==> src/hdl/angular_pair_histogram_core_defines.svh <==
// Assertion macros shared by the angular pair histogram RTL.
`ifndef ANGULAR_PAIR_HISTOGRAM_CORE_DEFINES_SVH
`define ANGULAR_PAIR_HISTOGRAM_CORE_DEFINES_SVH

`ifndef SYNTHESIS
// Same-cycle implication, disabled while reset is held
`define APH_ASSERT_IMPL(label, clk, rst_n, ante, cons, msg) \
    label: assert property (@(posedge clk) disable iff (!rst_n) (ante) |-> (cons)) \
        else $error(msg);
// Next-cycle implication, disabled while reset is held
`define APH_ASSERT_NEXT(label, clk, rst_n, ante, cons, msg) \
    label: assert property (@(posedge clk) disable iff (!rst_n) (ante) |=> (cons)) \
        else $error(msg);
`else
`define APH_ASSERT_IMPL(label, clk, rst_n, ante, cons, msg)
`define APH_ASSERT_NEXT(label, clk, rst_n, ante, cons, msg)
`endif

`endif

==> src/hdl/aph_pkg.sv <==
// Types, constants and edge-table functions of the angular pair histogram.
package aph_pkg;

    typedef logic [63:0] t_u64;

    localparam int S_W       = 34;   // separation cosine, signed Q.30
    localparam int W_W       = 48;   // weight product, Q16.32
    localparam int OUT_IDX_W = 5;
    localparam int OUT_VAL_W = 63;
    localparam int FRAC      = 52;   // edge-table working precision

    localparam t_u64 ONE_Q   = 64'd1 << FRAC;
    localparam t_u64 PI_E7   = 64'd31415926;
    localparam t_u64 MIN_DEN = 64'd180000000000;

    localparam logic signed [31:0] TRIG_MAX = 32'sd1073741824;
    localparam logic signed [31:0] TRIG_MIN = -32'sd1073741824;

    // One pair of sky points
    typedef struct packed {
        logic signed [31:0] sin_dec_a;
        logic signed [31:0] cos_dec_a;
        logic signed [31:0] sin_ra_a;
        logic signed [31:0] cos_ra_a;
        logic signed [31:0] sin_dec_b;
        logic signed [31:0] cos_dec_b;
        logic signed [31:0] sin_ra_b;
        logic signed [31:0] cos_ra_b;
        logic [23:0]        weight_a;
        logic [23:0]        weight_b;
        logic               last_pair;
    } t_in;

    // One dump word
    typedef struct packed {
        logic [OUT_IDX_W-1:0] counter_index;
        logic [OUT_VAL_W-1:0] counter_value;
        logic                 last_word;
    } t_out;

    // Token handed from cell to cell
    typedef struct packed {
        logic                  vld;
        logic                  last;
        logic                  too_small; // at or above the first edge
        logic                  claimed;   // already counted by an earlier stage
        logic signed [S_W-1:0] s;
        logic [W_W-1:0]        w;
    } t_link;

    // floor(a * b / 2^FRAC)
    function automatic t_u64 mulq(input t_u64 a, input t_u64 b);
        logic [127:0] prod;
        prod = {64'd0, a} * {64'd0, b};
        return prod[FRAC +: 64];
    endfunction

    // ln(500) = 9 ln2 - ln(1.024), each ln as 2 atanh(p/q)
    function automatic t_u64 ln500_q();
        t_u64 t3;
        t_u64 s3;
        t_u64 t253;
        t_u64 s253;
        t3   = ONE_Q / 64'd3;
        s3   = '0;
        t253 = (ONE_Q * 64'd3) / 64'd253;
        s253 = '0;
        for (int k = 0; k < 40; k++) begin
            s3   = s3 + t3 / 64'(2 * k + 1);
            t3   = t3 / 64'd9;
            s253 = s253 + t253 / 64'(2 * k + 1);
            t253 = (t253 * 64'd9) / 64'd64009;
        end
        return 64'd9 * (64'd2 * s3) - 64'd2 * s253;
    endfunction

    // Smallest angle in radians, by restoring long division
    function automatic t_u64 min_q();
        t_u64 q;
        t_u64 rem;
        q   = '0;
        rem = PI_E7;
        for (int b = 0; b < FRAC; b++) begin
            rem = rem << 1;
            q   = q << 1;
            if (rem >= MIN_DEN) begin
                rem  = rem - MIN_DEN;
                q[0] = 1'b1;
            end
        end
        return q;
    endfunction

    localparam t_u64 LN500 = ln500_q();
    localparam t_u64 MIN_Q = min_q();

    // Q1.30 cosine edge for log-angle y = ln500 * i / bins
    function automatic logic signed [S_W-1:0] edge_from_y(input t_u64 y);
        t_u64 term;
        t_u64 e;
        t_u64 th;
        t_u64 t2;
        t_u64 c;
        term = ONE_Q;
        e    = ONE_Q;
        for (int k = 1; k <= 64; k++) begin
            term = mulq(term, y) / 64'(k);
            e    = e + term;
        end
        th   = mulq(MIN_Q, e);
        t2   = mulq(th, th);
        term = ONE_Q;
        c    = ONE_Q;
        for (int k = 1; k <= 12; k++) begin
            term = mulq(term, t2) / 64'((2 * k - 1) * (2 * k));
            if (k[0]) begin
                c = c - term;
            end else begin
                c = c + term;
            end
        end
        return S_W'((c + (64'd1 << 21)) >> 22);
    endfunction

    // Clamp a trig input to [-1, 1] in Q1.30
    function automatic logic signed [31:0] trig_clamp(input logic signed [31:0] x);
        logic signed [31:0] v;
        v = x;
        if (x > TRIG_MAX) begin
            v = TRIG_MAX;
        end else if (x < TRIG_MIN) begin
            v = TRIG_MIN;
        end
        return v;
    endfunction

endpackage

==> src/hdl/aph_bin_cell.sv <==
// One histogram bin: edge compare, saturating accumulator and dump shift stage.
module aph_bin_cell #(
    parameter int ACC_WIDTH = 63,
    parameter logic signed [aph_pkg::S_W-1:0] THRESH = '0
) (
    input  logic                 i_clk,
    input  logic                 i_rst_n,
    input  aph_pkg::t_link       i_link,
    output aph_pkg::t_link       o_link,
    input  logic                 i_shift,
    input  logic [ACC_WIDTH-1:0] i_shift_in,
    output logic [ACC_WIDTH-1:0] o_acc
);
    import aph_pkg::*;

    logic                 w_hit;
    logic [ACC_WIDTH:0]   w_sum;
    logic [ACC_WIDTH-1:0] r_acc, n_acc;
    t_link                r_link, n_link;

    // first unclaimed token at or above this lower edge belongs here
    assign w_hit = i_link.vld && !i_link.claimed && ($signed(i_link.s) >= THRESH);
    assign w_sum = {1'b0, r_acc} + (ACC_WIDTH + 1)'(i_link.w);

    always_comb begin
        n_acc = r_acc;
        if (i_shift) begin
            n_acc = i_shift_in;
        end else if (w_hit) begin
            n_acc = w_sum[ACC_WIDTH] ? '1 : w_sum[ACC_WIDTH-1:0];
        end
    end

    always_comb begin
        n_link         = i_link;
        n_link.claimed = i_link.claimed | w_hit;
    end

    // accumulator and token valid
    always_ff @(posedge i_clk) begin
        if (!i_rst_n) begin
            r_acc      <= '0;
            r_link.vld <= 1'b0;
        end else begin
            r_acc      <= n_acc;
            r_link.vld <= n_link.vld;
        end
    end

    // token payload
    always_ff @(posedge i_clk) begin
        r_link.last      <= n_link.last;
        r_link.too_small <= n_link.too_small;
        r_link.claimed   <= n_link.claimed;
        r_link.s         <= n_link.s;
        r_link.w         <= n_link.w;
    end

    assign o_link = r_link;
    assign o_acc  = r_acc;

endmodule

==> config.mk <==
export PLATFORM = sky130hd
export DESIGN_NAME = aph_bin_cell
export DESIGN_NICKNAME = d
export VERILOG_FILES = /design/src/hdl/angular_pair_histogram_core_defines.svh /design/src/hdl/aph_pkg.sv /design/src/hdl/aph_bin_cell.sv
export SDC_FILE = /design/constraint.sdc
export NUM_CORES = 1
export LEC_CHECK = 0
export BUFFER_PORTS_ARGS = -buffer_cell sky130_fd_sc_hd__buf_2
export CAP_MARGIN = 25
export CELL_PAD_IN_SITES_DETAIL_PLACEMENT = 1
export CELL_PAD_IN_SITES_GLOBAL_PLACEMENT = 2
export CORE_AREA = 2 2 131 197
export DETAILED_ROUTE_END_ITERATION = 6
export DIE_AREA = 0 0 133 199
export GPL_ROUTABILITY_DRIVEN = 0
export PLACE_DENSITY = 0.84
export RECOVER_POWER = 25
export SETUP_SLACK_MARGIN = 0.1
export SLEW_MARGIN = 30
export SYNTH_ARGS = -nofsm -noshare
export SYNTH_HDL_FRONTEND = slang
export SYNTH_SLANG_ARGS = --single-unit
==> constraint.sdc <==
create_clock -name i_clk -period 8.1 [get_ports i_clk]
set_clock_uncertainty 0.2 [all_clocks]
set_input_delay 0.81 -clock i_clk [delete_from_list [all_inputs] [get_ports i_clk]]
set_output_delay 0.81 -clock i_clk [all_outputs]
set_load 0.01 [all_outputs]
Word level (Yosys, flattened, before mapping)
Cells that the tools add are included.
{"block": "word_totals", "input_bits": 152, "output_inout_bits": 149, "regBits": 149, "wordCells": 17}
{"block": "op_classes", "n_lt_le_gt_ge": 1, "reduce_logical": 4, "n_bitwise": 1, "add_sub_neg": 1, "mux": 3}
{"cell": "63-bit two-way mux", "n": 3}
{"cell": "63-bit by 48-bit adder with 64-bit output", "n": 1}
{"cell": "34-bit by 1-bit greater-or-equal comparator with 1-bit output, second input constant", "n": 1}
{"cell": "1-bit logical AND", "n": 2}
{"cell": "2-bit nonzero test", "n": 1}
{"cell": "1-bit zero test", "n": 1}
{"cell": "1-bit OR", "n": 1}

Longest topological paths before layout
{"block": "logic_depth", "depth_word": 5, "depth_mapped": 13}

Worst setup path after synthesis
No wires, ideal clock.
{"block": "synth_timing", "kind": "in2reg", "startpoint": "input i_link[0] in the netlist's numbering", "endpoint": "register r_acc[36], in the netlist o_acc[36]", "setup_slack_ns": 4.423, "required_time_ns": 7.783, "path_buffers": 0, "cell_stages": 12, "arrival_ns": 3.359, "path_cell_list": "ha_1 > fa_1 > a211oi_1 > o211ai_1 > a21oi_1 > o31a_1 > o2bb2ai_1 > o31ai_1 > or2_2 > a31oi_1 > mux2i_1 > a32o_1"}
{"block": "synth_via", "elab_chain_cells": 4}
{"element": "start, declared", "line": "aph_bin_cell.sv:8", "source": "input aph_pkg::t_link i_link,"}
{"element": "63-bit by 48-bit adder with 64-bit output", "line": "aph_bin_cell.sv:23", "source": "assign w_sum = {1'b0, r_acc} + (ACC_WIDTH + 1)'(i_link.w);"}
{"element": "63-bit two-way mux", "line": "aph_bin_cell.sv:30", "source": "n_acc = w_sum[ACC_WIDTH] ? '1 : w_sum[ACC_WIDTH-1:0];"}
{"element": "63-bit two-way mux", "line": "aph_bin_cell.sv:29", "source": "end else if (w_hit) begin"}
{"element": "63-bit two-way mux", "line": "aph_bin_cell.sv:27", "source": "if (i_shift) begin"}
{"element": "end signal, assigned", "line": "aph_bin_cell.sv:45", "source": "r_acc <= n_acc;"}
{"element": "end, declared", "line": "aph_bin_cell.sv:18", "source": "logic [ACC_WIDTH-1:0] r_acc, n_acc;"}
No other way between the ends. The select of a mux whose other input is x is not followed.
A chain may end at the register's enable or synchronous reset.

Worst setup path after layout
{"block": "layout_timing", "startpoint": "input i_link[42] in the netlist's numbering", "endpoint": "register r_acc[35], in the netlist o_acc[35]"}
Same word-level chain as after synthesis.

==> impl_metrics.tcl <==
set metrics [dict create \
    drive_gt1_share_pct 28.89 \
    start_util_pct 29.69 \
    clock_sinks 149 \
    grtUsageMet3_pct 4.511 \
    setup_viol 0 \
    numCtsBuffers 17 \
    yosys_warnings 0 \
    comb_power_share_pct 21.0 \
    min_path_type "input pin to flop" \
    tightest_slew_ps 853.8 \
    yosysSeqAreaShare_pct 40.54 \
    period_minus_slack_ps 4396 \
    final.setup.tns_ps 0 \
    cts_root_buffer "clkbuf_16" \
    grt_usage_pct 20.89 \
    dp_hpwl_mm 21.26 \
    status "finished, final reports clean" \
    avgSynthCellArea_um2 9.062 \
    switchingPower_w 0.0006184 \
    async_reset_ff_share_pct 0 \
    via_count 7458 \
    num-nets-final 1293 \
    drtPass1Iterations 4 \
    synth_edf_count 0 \
    core-area_um2 24790 \
    grt_util_met1_pct 22.00 \
    fill_cells 3021 \
    wl_per_cell_um 19.40 \
    p_clk_share_pct 40.6 \
    cts_setup_buffers 0 \
    area_delta_synth_final_pct 32.12 \
    worstPathRequired_ps 8270 \
    cp_data_arrival_time_ps 4570 \
    cts.path.max_buffers 2 \
    postCtsHoldBufs 0 \
    synth_cell_types 68 \
    slowest_delay_ps 690 \
    path_class "input pin to flop" \
    portBuffers 300 \
    ant_nets 0 \
    clkLatencyLatePin_ps 450 \
    drc 0 \
    syn_inst 812 \
    worst-path-max-fanout 11 \
    rsz0062_at_grt "false" \
    grt_pass1_wl_mm 42.60 \
    cts_resized 0 \
    p_leak_nw 4.399 \
    rows 71 \
    cp-start-kind "input pin" \
    synth-seq-cells 149 \
    htreeDepth 4 \
    swShare_pct 29.52 \
    syn_area_um2 7358 \
    maxCapViolCount 0 \
    final_cells 1433 \
    grt_pass1_vias 7862 \
    grt_max_degree 69 \
    seq_power_share_pct 38.4 \
    fmax_mhz 227.5 \
    p_int_w 0.001476 \
    fp.dieH_um 199 \
    placed_cells 1401 \
    power_density_nw_per_um2 215.5 \
    multiInputGateArea_um2 4168 \
    finalHoldViolations 0 \
    crit_chain "buf_2 > ha_1 > nand4_1 > nor4_1 > nand2_1 > o211ai_2 > o211ai_2 > a21boi_1 > nand2b_1 > buf_4 > o221ai_1 > a21boi_1" \
    io_pins 301 \
    cts_tree "done" \
    report.final.slew_viol_count 0 \
    wirelength_mm 27.80 \
    synth_nets 1013 \
    antenna_found_initial 1 \
    cp-end-kind "flop" \
    crit_slowest_cell "a21boi_1" \
    yosys_most_used_dff "dfxtp_1" \
    peakVddDrop_mv 0.1552 \
    drt_iter0_markers 218 \
    fp.dieArea_um2 26470 \
    seq_area_um2 2983 \
    max_slew_margin_pct 42.90 \
    period_share_pct 54.28 \
    gr-total-overflow 0 \
    globalRouteMet2Util_pct 39.78 \
    top_usage_layer "met2" \
    clk_pin_slew_worst_paths_ps 60 \
    dieWidth_um 133 \
    routed_via_density 5.204 \
]
-- per-stage QoR --
stage	util [%]	area, um^2	power [W]	hold WS (ps)	worst slack, ps
floorplan	-	7358	0.001091	324.0	4423
global placement	36.90	9145	0.001256	331.1	3318
detailed placement	36.90	9145	0.001263	339.5	3243
CTS	39.40	9764	0.002125	236.3	3686
global route	39.21	9719	0.002196	240.3	3396
finish	39.22	9722	0.002095	261.4	3704
-- critical path, delay by kind of cell --
| family | cells | cell delay [ps] |
|---|---|---|
| adders and majority gates | 1 | 450 |
| AOI/OAI and AO/OA | 5 | 1510 |
| and+or+nand+nor | 4 | 1350 |
| buffers and inverters | 2 | 440 |
-- sequential cells by signal, summed over array words and instances, names as in the netlist --
signal and count:
o_link 86, o_acc 63
-- power groups by stage --
stage / Clock (W) / Combinational [W] / Sequential (W)
2_1_floorplan: 0 / 0.000251 / 0.000840
3_3_place_gp: 0 / 0.000437 / 0.000820
3_5_place_dp: 0 / 0.000441 / 0.000822
4_1_cts: 0.000874 / 0.000445 / 0.000806
5_1_grt: 0.000900 / 0.000485 / 0.000811
6_report: 0.000850 / 0.000439 / 0.000805
-- cells by family after synthesis --
kind of cell               count (synthesis)  share of synthesized area [%]
and+or+nand+nor                          199                          12.84
DFF                                      149                          40.54
AOI/OAI and AO/OA                        312                          29.52
xor gates and xnor gates                  46                          5.475
adders and majority gates                 49                          8.434
muxes                                      2                         0.2721
buffers and inverters                     55                          2.925
-- layout by cell type, fill, tap and decap left out, types with 27 or more instances in the layout --
master,Yosys,routed
a21boi_1,29,29
o21ai_0,52,52
a211oi_1,27,27
ha_1,48,48
nand2_1,80,80
nor2_1,35,34
a21oi_1,70,70
dfxtp_1,149,149
clkbuf_1,38,36
buf_2,6,264
-- routing by layer --
metal  vias up  part of all wire [%]
met2       229                    54
met4         0                   2.7
li1       3608                     -
met5         -                     0
met3        50                   4.6
met1      3571                    39
-- worst paths after layout --
| check | startpoint | endpoint | slack [ps] | cells after the start |
|---|---|---|---|---|
| hold reg to reg | o_acc[62] | o_acc[62] | 340 | 2 |
| hold / removal | i_link[58] | o_link[58] | 260 | 1 |
| setup / recovery | i_link[42] | o_acc[35] | 3700 | 12 |
| setup reg to reg | o_acc[40] | o_acc[35] | 3860 | 11 |
-- synthesized netlist by cell type (4+ instances only) --
cell type,count,area [um^2]
a211oi_1,27,202.7
a21boi_1,29,217.7
a21o_1,21,157.7
a21oi_1,70,350.3
a311o_1,9,90.09
a31oi_1,10,62.56
and3_1,7,43.79
buf_2,6,30.03
clkbuf_1,38,142.6
dfxtp_1,149,2983
ha_1,48,600.6
inv_1,9,33.78
nand2_1,80,300.3
nand2b_1,7,43.79
nand3_1,7,35.03
nand4_1,14,87.58
nor2_1,35,131.4
nor3_1,24,120.1
o211ai_1,8,60.06
o21a_1,6,45.04
o21ai_0,52,260.3
o21ai_1,4,20.02
o21bai_1,8,60.06
o221ai_1,26,227.7
o22ai_1,4,25.02
o31ai_1,4,30.03
or3_1,4,25.02
xnor2_1,23,201.4
xor2_1,23,201.4
-- final cells by class --
cell class / instances / share of cell area, %
timing repair buffer: 306 / 15.44
clock buffer: 18 / 4.517
multi-input combinational: 608 / 42.87
inverter: 10 / 0.3861
antenna: 1 / 0.02574
tap: 328 / 4.221
clock inverter: 13 / 1.853
sequential: 149 / 30.68
Note: power is estimated with default switching activity, not from simulation.
