**config.mk**
```make
export PLATFORM = sky130hd
export DESIGN_NAME = aph_tail
export DESIGN_NICKNAME = d
export VERILOG_FILES = /design/src/hdl/angular_pair_histogram_core_defines.svh /design/src/hdl/aph_pkg.sv /design/src/hdl/aph_tail.sv
export SDC_FILE = /design/constraint.sdc
export NUM_CORES = 1
export LEC_CHECK = 0
export BUFFER_PORTS_ARGS = -buffer_cell sky130_fd_sc_hd__buf_2
export CAP_MARGIN = 25
export CELL_PAD_IN_SITES_DETAIL_PLACEMENT = 1
export CELL_PAD_IN_SITES_GLOBAL_PLACEMENT = 1
export CORE_AREA = 5 5 216 218
export CTS_BUF_LIST = sky130_fd_sc_hd__clkbuf_16
export DETAILED_ROUTE_END_ITERATION = 12
export DIE_AREA = 0 0 221 223
export GPL_TIMING_DRIVEN = 0
export PLACE_DENSITY = 0.79
export REMOVE_ABC_BUFFERS = 1
export SLEW_MARGIN = 20
export SYNTH_ARGS = -nofsm -noshare
export SYNTH_HDL_FRONTEND = slang
export SYNTH_SLANG_ARGS = --single-unit
export TNS_END_PERCENT = 100
```
**constraint.sdc**
```tcl
create_clock -name i_clk -period 3.4 [get_ports i_clk]
set_input_delay 0.68 -clock i_clk [delete_from_list [all_inputs] [get_ports i_clk]]
set_output_delay 0.68 -clock i_clk [all_outputs]
set_load 0.01 [all_outputs]
```
**src/hdl/angular_pair_histogram_core_defines.svh**
```systemverilog
// Assertion macros shared by the angular pair histogram RTL.
`ifndef ANGULAR_PAIR_HISTOGRAM_CORE_DEFINES_SVH
`define ANGULAR_PAIR_HISTOGRAM_CORE_DEFINES_SVH

`ifndef SYNTHESIS
// Same-cycle implication, disabled while reset is held
`define APH_ASSERT_IMPL(label, clk, rst_n, ante, cons, msg) \
    label: assert property (@(posedge clk) disable iff (!rst_n) (ante) |-> (cons)) \
        else $error(msg);
// Next-cycle implication, disabled while reset is held
`define APH_ASSERT_NEXT(label, clk, rst_n, ante, cons, msg) \
    label: assert property (@(posedge clk) disable iff (!rst_n) (ante) |=> (cons)) \
        else $error(msg);
`else
`define APH_ASSERT_IMPL(label, clk, rst_n, ante, cons, msg)
`define APH_ASSERT_NEXT(label, clk, rst_n, ante, cons, msg)
`endif

`endif

```
**src/hdl/aph_pkg.sv**
```systemverilog
// Types, constants and edge-table functions of the angular pair histogram.
package aph_pkg;

    typedef logic [63:0] t_u64;

    localparam int S_W       = 34;   // separation cosine, signed Q.30
    localparam int W_W       = 48;   // weight product, Q16.32
    localparam int OUT_IDX_W = 5;
    localparam int OUT_VAL_W = 63;
    localparam int FRAC      = 52;   // edge-table working precision

    localparam t_u64 ONE_Q   = 64'd1 << FRAC;
    localparam t_u64 PI_E7   = 64'd31415926;
    localparam t_u64 MIN_DEN = 64'd180000000000;

    localparam logic signed [31:0] TRIG_MAX = 32'sd1073741824;
    localparam logic signed [31:0] TRIG_MIN = -32'sd1073741824;

    // One pair of sky points
    typedef struct packed {
        logic signed [31:0] sin_dec_a;
        logic signed [31:0] cos_dec_a;
        logic signed [31:0] sin_ra_a;
        logic signed [31:0] cos_ra_a;
        logic signed [31:0] sin_dec_b;
        logic signed [31:0] cos_dec_b;
        logic signed [31:0] sin_ra_b;
        logic signed [31:0] cos_ra_b;
        logic [23:0]        weight_a;
        logic [23:0]        weight_b;
        logic               last_pair;
    } t_in;

    // One dump word
    typedef struct packed {
        logic [OUT_IDX_W-1:0] counter_index;
        logic [OUT_VAL_W-1:0] counter_value;
        logic                 last_word;
    } t_out;

    // Token handed from cell to cell
    typedef struct packed {
        logic                  vld;
        logic                  last;
        logic                  too_small; // at or above the first edge
        logic                  claimed;   // already counted by an earlier stage
        logic signed [S_W-1:0] s;
        logic [W_W-1:0]        w;
    } t_link;

    // floor(a * b / 2^FRAC)
    function automatic t_u64 mulq(input t_u64 a, input t_u64 b);
        logic [127:0] prod;
        prod = {64'd0, a} * {64'd0, b};
        return prod[FRAC +: 64];
    endfunction

    // ln(500) = 9 ln2 - ln(1.024), each ln as 2 atanh(p/q)
    function automatic t_u64 ln500_q();
        t_u64 t3;
        t_u64 s3;
        t_u64 t253;
        t_u64 s253;
        t3   = ONE_Q / 64'd3;
        s3   = '0;
        t253 = (ONE_Q * 64'd3) / 64'd253;
        s253 = '0;
        for (int k = 0; k < 40; k++) begin
            s3   = s3 + t3 / 64'(2 * k + 1);
            t3   = t3 / 64'd9;
            s253 = s253 + t253 / 64'(2 * k + 1);
            t253 = (t253 * 64'd9) / 64'd64009;
        end
        return 64'd9 * (64'd2 * s3) - 64'd2 * s253;
    endfunction

    // Smallest angle in radians, by restoring long division
    function automatic t_u64 min_q();
        t_u64 q;
        t_u64 rem;
        q   = '0;
        rem = PI_E7;
        for (int b = 0; b < FRAC; b++) begin
            rem = rem << 1;
            q   = q << 1;
            if (rem >= MIN_DEN) begin
                rem  = rem - MIN_DEN;
                q[0] = 1'b1;
            end
        end
        return q;
    endfunction

    localparam t_u64 LN500 = ln500_q();
    localparam t_u64 MIN_Q = min_q();

    // Q1.30 cosine edge for log-angle y = ln500 * i / bins
    function automatic logic signed [S_W-1:0] edge_from_y(input t_u64 y);
        t_u64 term;
        t_u64 e;
        t_u64 th;
        t_u64 t2;
        t_u64 c;
        term = ONE_Q;
        e    = ONE_Q;
        for (int k = 1; k <= 64; k++) begin
            term = mulq(term, y) / 64'(k);
            e    = e + term;
        end
        th   = mulq(MIN_Q, e);
        t2   = mulq(th, th);
        term = ONE_Q;
        c    = ONE_Q;
        for (int k = 1; k <= 12; k++) begin
            term = mulq(term, t2) / 64'((2 * k - 1) * (2 * k));
            if (k[0]) begin
                c = c - term;
            end else begin
                c = c + term;
            end
        end
        return S_W'((c + (64'd1 << 21)) >> 22);
    endfunction

    // Clamp a trig input to [-1, 1] in Q1.30
    function automatic logic signed [31:0] trig_clamp(input logic signed [31:0] x);
        logic signed [31:0] v;
        v = x;
        if (x > TRIG_MAX) begin
            v = TRIG_MAX;
        end else if (x < TRIG_MIN) begin
            v = TRIG_MIN;
        end
        return v;
    endfunction

endpackage

```
**src/hdl/aph_tail.sv**
```systemverilog
// End of the chain: too-wide, too-small and total counters.
module aph_tail #(
    parameter int ACC_WIDTH = 63
) (
    input  logic                 i_clk,
    input  logic                 i_rst_n,
    input  aph_pkg::t_link       i_link,
    input  logic                 i_shift,
    output logic [ACC_WIDTH-1:0] o_wide,
    output logic [ACC_WIDTH-1:0] o_small,
    output logic [ACC_WIDTH-1:0] o_total
);
    import aph_pkg::*;

    logic [ACC_WIDTH-1:0] r_wide, r_small, r_total;
    logic [ACC_WIDTH-1:0] n_wide, n_small, n_total;

    function automatic logic [ACC_WIDTH-1:0] sat_add(input logic [ACC_WIDTH-1:0] acc,
                                                     input logic [W_W-1:0] w);
        logic [ACC_WIDTH:0] sum;
        sum = {1'b0, acc} + (ACC_WIDTH + 1)'(w);
        return sum[ACC_WIDTH] ? '1 : sum[ACC_WIDTH-1:0];
    endfunction

    // dump shifts wide <- small <- total <- zero, so the tail clears itself
    always_comb begin
        n_wide  = r_wide;
        n_small = r_small;
        n_total = r_total;
        if (i_shift) begin
            n_wide  = r_small;
            n_small = r_total;
            n_total = '0;
        end else if (i_link.vld) begin
            n_total = sat_add(r_total, i_link.w);
            if (i_link.too_small) begin
                n_small = sat_add(r_small, i_link.w);
            end else if (!i_link.claimed) begin
                n_wide = sat_add(r_wide, i_link.w);
            end
        end
    end

    always_ff @(posedge i_clk) begin
        if (!i_rst_n) begin
            r_wide  <= '0;
            r_small <= '0;
            r_total <= '0;
        end else begin
            r_wide  <= n_wide;
            r_small <= n_small;
            r_total <= n_total;
        end
    end

    assign o_wide  = r_wide;
    assign o_small = r_small;
    assign o_total = r_total;

endmodule
```
# ---- After elaboration in Yosys (flattened, before gate mapping)
# Index checks and enable logic that the tools add are counted.
dict set report totals {
  regBits 189
  out_inout_bits 189
  wordCells 24
}
dict set report classes {
  add_sub_neg 3
  eq_ne 2
  muxes 10
  n_bitwise 1
  n_reduce_logical 5
}
# cell count
set op_table {}
lappend op_table {{$mux 63} 10}
lappend op_table {{$add 63x48->64} 3}
lappend op_table {{$ne 2x1->1 const B} 2}
lappend op_table {{$reduce_bool 2->1} 2}
lappend op_table {{$reduce_and 3->1} 1}
lappend op_table {{$reduce_and 2->1} 1}
lappend op_table {{$reduce_or 2->1} 1}
lappend op_table {{$not 1->1} 1}

# ---- Logic depth before layout (Yosys ltp)
dict set report depth {
  ltp_word 6
  mapped_depth 12
  mapped_depth_nobuf 11
}

# ---- Least setup slack after synthesis
# Ideal clock, no wire load.
dict set report synth_timing {
  path_kind {in2reg}
  from {in i_link[0] in the netlist's numbering}
  to {reg r_small[60], in the netlist o_small[60]}
  setup_time_ns 0.117
  arrival_time_ns 3.291
  slack_ns -0.008
  stages 11
  n_path_buf 0
  cell_sequence {ha_1 fa_1 a21oi_1 o211ai_1 and4_1 o21ai_0 or4b_4 nand3_2 nor2_2 a221o_1 a32o_1}
}
dict set report synth_via {
  elab_chain_cells 5
}
# item line_no
set synth_rtl {}
lappend synth_rtl {{start, declared} aph_tail.sv:7} ;# input aph_pkg::t_link i_link,
lappend synth_rtl {{$add 63x48->64} aph_tail.sv:21} ;# sum = {1'b0, acc} + (ACC_WIDTH + 1)'(w);
lappend synth_rtl {{$mux 63} aph_tail.sv:22} ;# return sum[ACC_WIDTH] ? '1 : sum[ACC_WIDTH-1:0];
lappend synth_rtl {{$mux 63} aph_tail.sv:36} ;# if (i_link.too_small) begin
lappend synth_rtl {{$mux 63} aph_tail.sv:34} ;# end else if (i_link.vld) begin
lappend synth_rtl {{$mux 63} aph_tail.sv:30} ;# if (i_shift) begin
lappend synth_rtl {{end signal, assigned} aph_tail.sv:51} ;# r_small <= n_small;
lappend synth_rtl {{end, declared} aph_tail.sv:15} ;# logic [ACC_WIDTH-1:0] r_wide, r_small, r_total;
# No other way between the ends. The select of a mux whose other input is x is not followed.
# A chain may end at the register's enable or synchronous reset.

# ---- Final worst setup path
dict set report layout_timing {
  from {in i_link[1] in the netlist's numbering}
  to {reg r_small[47], in the netlist o_small[47]}
}
# The elaborated chain is that of the path after synthesis.

==> results.py <==
metrics = {
    "synthesis": {
        "synth.most_common_cell": "a21oi_1",
        "synth_ff_type": "dfxtp_1",
        "synth_xor_area_share_pct": 6.95,
        "yosysSeqAreaShare_pct": 22.6,
        "yosysWarnings": 0,
        "yosys.area.top_type": "dfxtp_1",
        "synth_top_area_share_pct": 22.6,
        "ys_types": 87,
        "avgSynthCellArea_um2": 7.50,
        "async_flop_share_pct": 0,
        "ys_top_cells_by_count": "a21oi_1 (231), o21ai_0 (226), nand2_1 (197), dfxtp_1 (189), nor2_1 (147)",
        "synth_area_um2": 16800,
        "synth_top_family_by_area": "compound AO/OA/AOI/OAI gates",
        "muxShareOfSynthArea_pct": 0.359,
        "yosys.area_share.simple_pct": 18.9,
        "ys_top_cells_by_area": "dfxtp_1 (23%), ha_1 (11%), a21oi_1 (6.9%)",
        "yosys.area_share.adder_pct": 11.1,
        "netlist_instances": 2235,
        "synth_edf_count": 0,
        "ys_ff_latch": 189,
        "synth_compound_area_share_pct": 35.6,
    },
    "placement": {
        "io_buffers": 242,
        "hpwl_mm": 58.8,
        "dp_slack_ns": -1.38,
        "placedCellCount": 2959,
        "place_area_um2": 18500,
        "globalplace.congestion": 0.971,
    },
    "sta": {
        "timing.hold.ws_ns": 0.491,
        "period_share_pct": 98.7,
        "setup_viol": 0,
        "max_slew_margin_pct": 22.4,
        "tightest_slew_ns": 1.16,
        "fmax_ghz": 0.298,
        "fin_crit_ns": 3.36,
        "finClkSkew_ns": 0.00992,
        "rsz0062_at_grt": "yes",
        "finalWorstSetupSlack_ns": 0.0446,
        "finalHoldViolCount": 0,
        "maxSlewViolCount": 0,
    },
    "clock_tree": {
        "ctsHtreeMaxLevel": 4,
        "hold_buffers": 0,
        "clockBufferDepth": 2,
        "clkTransAtPathRegs_ns": 0.08,
        "cts.sinks": 189,
        "clock_latency_ns": 0.51,
        "cts_buffers": 17,
        "cts_tree": "done",
        "clockRootBuffer": "clkbuf_16",
    },
    "power_and_ir_drop": {
        "power_mw": 7.40,
        "vdd_ir_drop_max_mv": 0.307,
        "powerDensity_nw_per_um2": 373,
        "intPower_mw": 4.51,
        "comb_power_share_pct": 35.2,
        "seq_power_share_pct": 34.0,
        "switching_power_mw": 2.89,
        "switching_share_pct": 39.0,
        "power_frac_clock_pct": 30.8,
        "p_leak_nw": 8.48,
    },
    "setup_path": {
        "cpMaxStageDelayCell": "o21ai_0",
        "reg2reg_slack_ns": 0.05,
        "end_kind": "flop",
        "crit_required_ns": 3.83,
        "r2r_end": "o_small[60]",
        "regToRegStartpoint": "o_small[12]",
        "setup.worst_path.class": "in -> reg",
        "rr_worst_depth": 8,
        "slowest_delay_ns": 0.48,
        "cp_cell_sequence": "buf_2 > ha_1 > a211oi_1 > o31a_1 > a21oi_1 > o21ai_0 > a31oi_1 > o21ai_1 > o21ai_0 > xnor2_1 > a211oi_1",
        "critPathMaxFanout": 6,
        "startpoint_type": "input port",
        "arrival_ns": 3.78,
        "crit_start": "i_link[1]",
    },
    "cells_and_area": {
        "layout.nets": 2651,
        "syn2layout_area_growth_pct": 18.5,
        "antenna_cells": 0,
        "stdcell_count": 3028,
        "design_area_um2": 19800,
        "drive_above_1_share_pct": 17.4,
    },
    "worst_hold_path": {
        "hp-start": "o_wide[0]",
        "hold_class": "reg -> reg",
        "hold_depth": 2,
        "min_to": "o_wide[0]",
    },
    "global_route": {
        "overflow": 0,
        "grt_max_degree": 77,
        "grt_use_total_pct": 29.6,
        "grt_pass1_wl_mm": 116,
        "grt_pass1_vias": 19479,
        "antenna_found_initial": 2,
    },
    "die": {
        "io_pins": 278,
        "row_count": 78,
        "core_area_um2": 44700,
        "initial_utilization_pct": 37.5,
        "dieArea_um2": 49300,
        "fp.dieH_um": 223,
        "dieWidth_um": 221,
    },
    "outcome": {
        "status": "finished, final reports clean",
    },
    "drt": {
        "viasPerCell": 6.45,
        "dr.pass1.iters": 5,
        "first_iter_violations": 1638,
        "vias": 19524,
        "wire_per_inst_um": 25.8,
        "ant_nets": 0,
        "wl_mm": 78.3,
        "drc": 0,
    },
    "flow_run": {
        "max-cap-violations": 0,
    },
}
-- registers in the layout (all words and copies together), names as in the netlist --
register,cells
o_small,63
o_total,63
o_wide,63
-- worst max-delay path, delay by kind of cell --
| family | cells | cell delay [ns] |
|---|---|---|
| AOI/OAI and AO/OA | 8 | 2.38 |
| xor gates and xnor gates | 1 | 0.20 |
| adders and majority gates | 1 | 0.33 |
| buffers and inverters | 1 | 0.17 |
-- kinds of logic after synthesis --
| family | Yosys count |
|---|---|
| and+or+nand+nor | 656 |
| DFF | 189 |
| adders and majority gates | 147 |
| xor gates and xnor gates | 133 |
| muxes | 6 |
| AOI/OAI and AO/OA | 919 |
| buffers and inverters | 185 |
-- metrics by stage --
stage	utilization, %	TNS (ns)
detailed placement	41.5	-149.27
global placement	40.6	-998.42
global route	44.4	-0.206
floorplan	-	-72.79
finish	44.4	0
CTS	43.6	0
-- worst max path at each step --
stage	endpoint	slack (ns)	depth (start not counted)
2_1_floorplan	o_wide[53]	-1.31	5
3_3_place_gp	o_wide[53]	-8.64	6
3_5_place_dp	o_small[5]	-1.38	11
4_1_cts	o_small[60]	0.007	11
5_1_grt	o_wide[19]	-0.07	10
6_report	o_small[47]	0.04	11
-- area by class of cell --
| class | count | area, µm² |
|---|---|---|
| sequential | 189 | 3780 |
| clock buffer | 17 | 425 |
| inverter | 50 | 194 |
| multi-input combinational | 1863 | 12600 |
| timing repair buffer | 294 | 1870 |
| fill | 5616 | 24900 |
| tap | 600 | 751 |
| clock inverter | 15 | 196 |
-- what timing repair did --
item                                    in CTS  in global routing
resized for setup                           37                 40
gates cloned                                 1                  1
endpoints found under the setup margin     161                102
buffers inserted                            17                 18
hold endpoints to repair                     0                  0
pin swaps                                   11                 10
-- power by group through the flow --
stage	clock network [mW]	registers, mW	logic (mW)
after CTS	2.31	2.51	2.47
after global placement	0	2.55	2.31
after floorplan	0	2.55	1.51
after detailed placement	0	2.56	2.41
after global routing	2.39	2.53	2.79
final	2.28	2.52	2.61
-- layer usage --
layer	up-vias	part of all wire [%]	global-route usage (%)
met4	4	4.0	12.4
li1	8851	-	-
met2	800	46	48.1
met1	9697	42	37.8
met5	-	0.045	0
met3	172	7.8	7.05
-- placed cells by master (no fill, tap or decap), drive strengths merged, types with 61 or more instances in the layout --
cell | synthesis | routed
buf | 30 | 294
a21oi | 234 | 234
o21ai | 231 | 231
nand2 | 197 | 197
dfxtp | 189 | 189
nor2 | 149 | 150
ha | 144 | 144
nor3 | 78 | 78
xnor2 | 75 | 75
a211oi | 75 | 75
a21o | 68 | 68
a31oi | 60 | 61
Note: power is estimated with default switching activity, not from simulation.
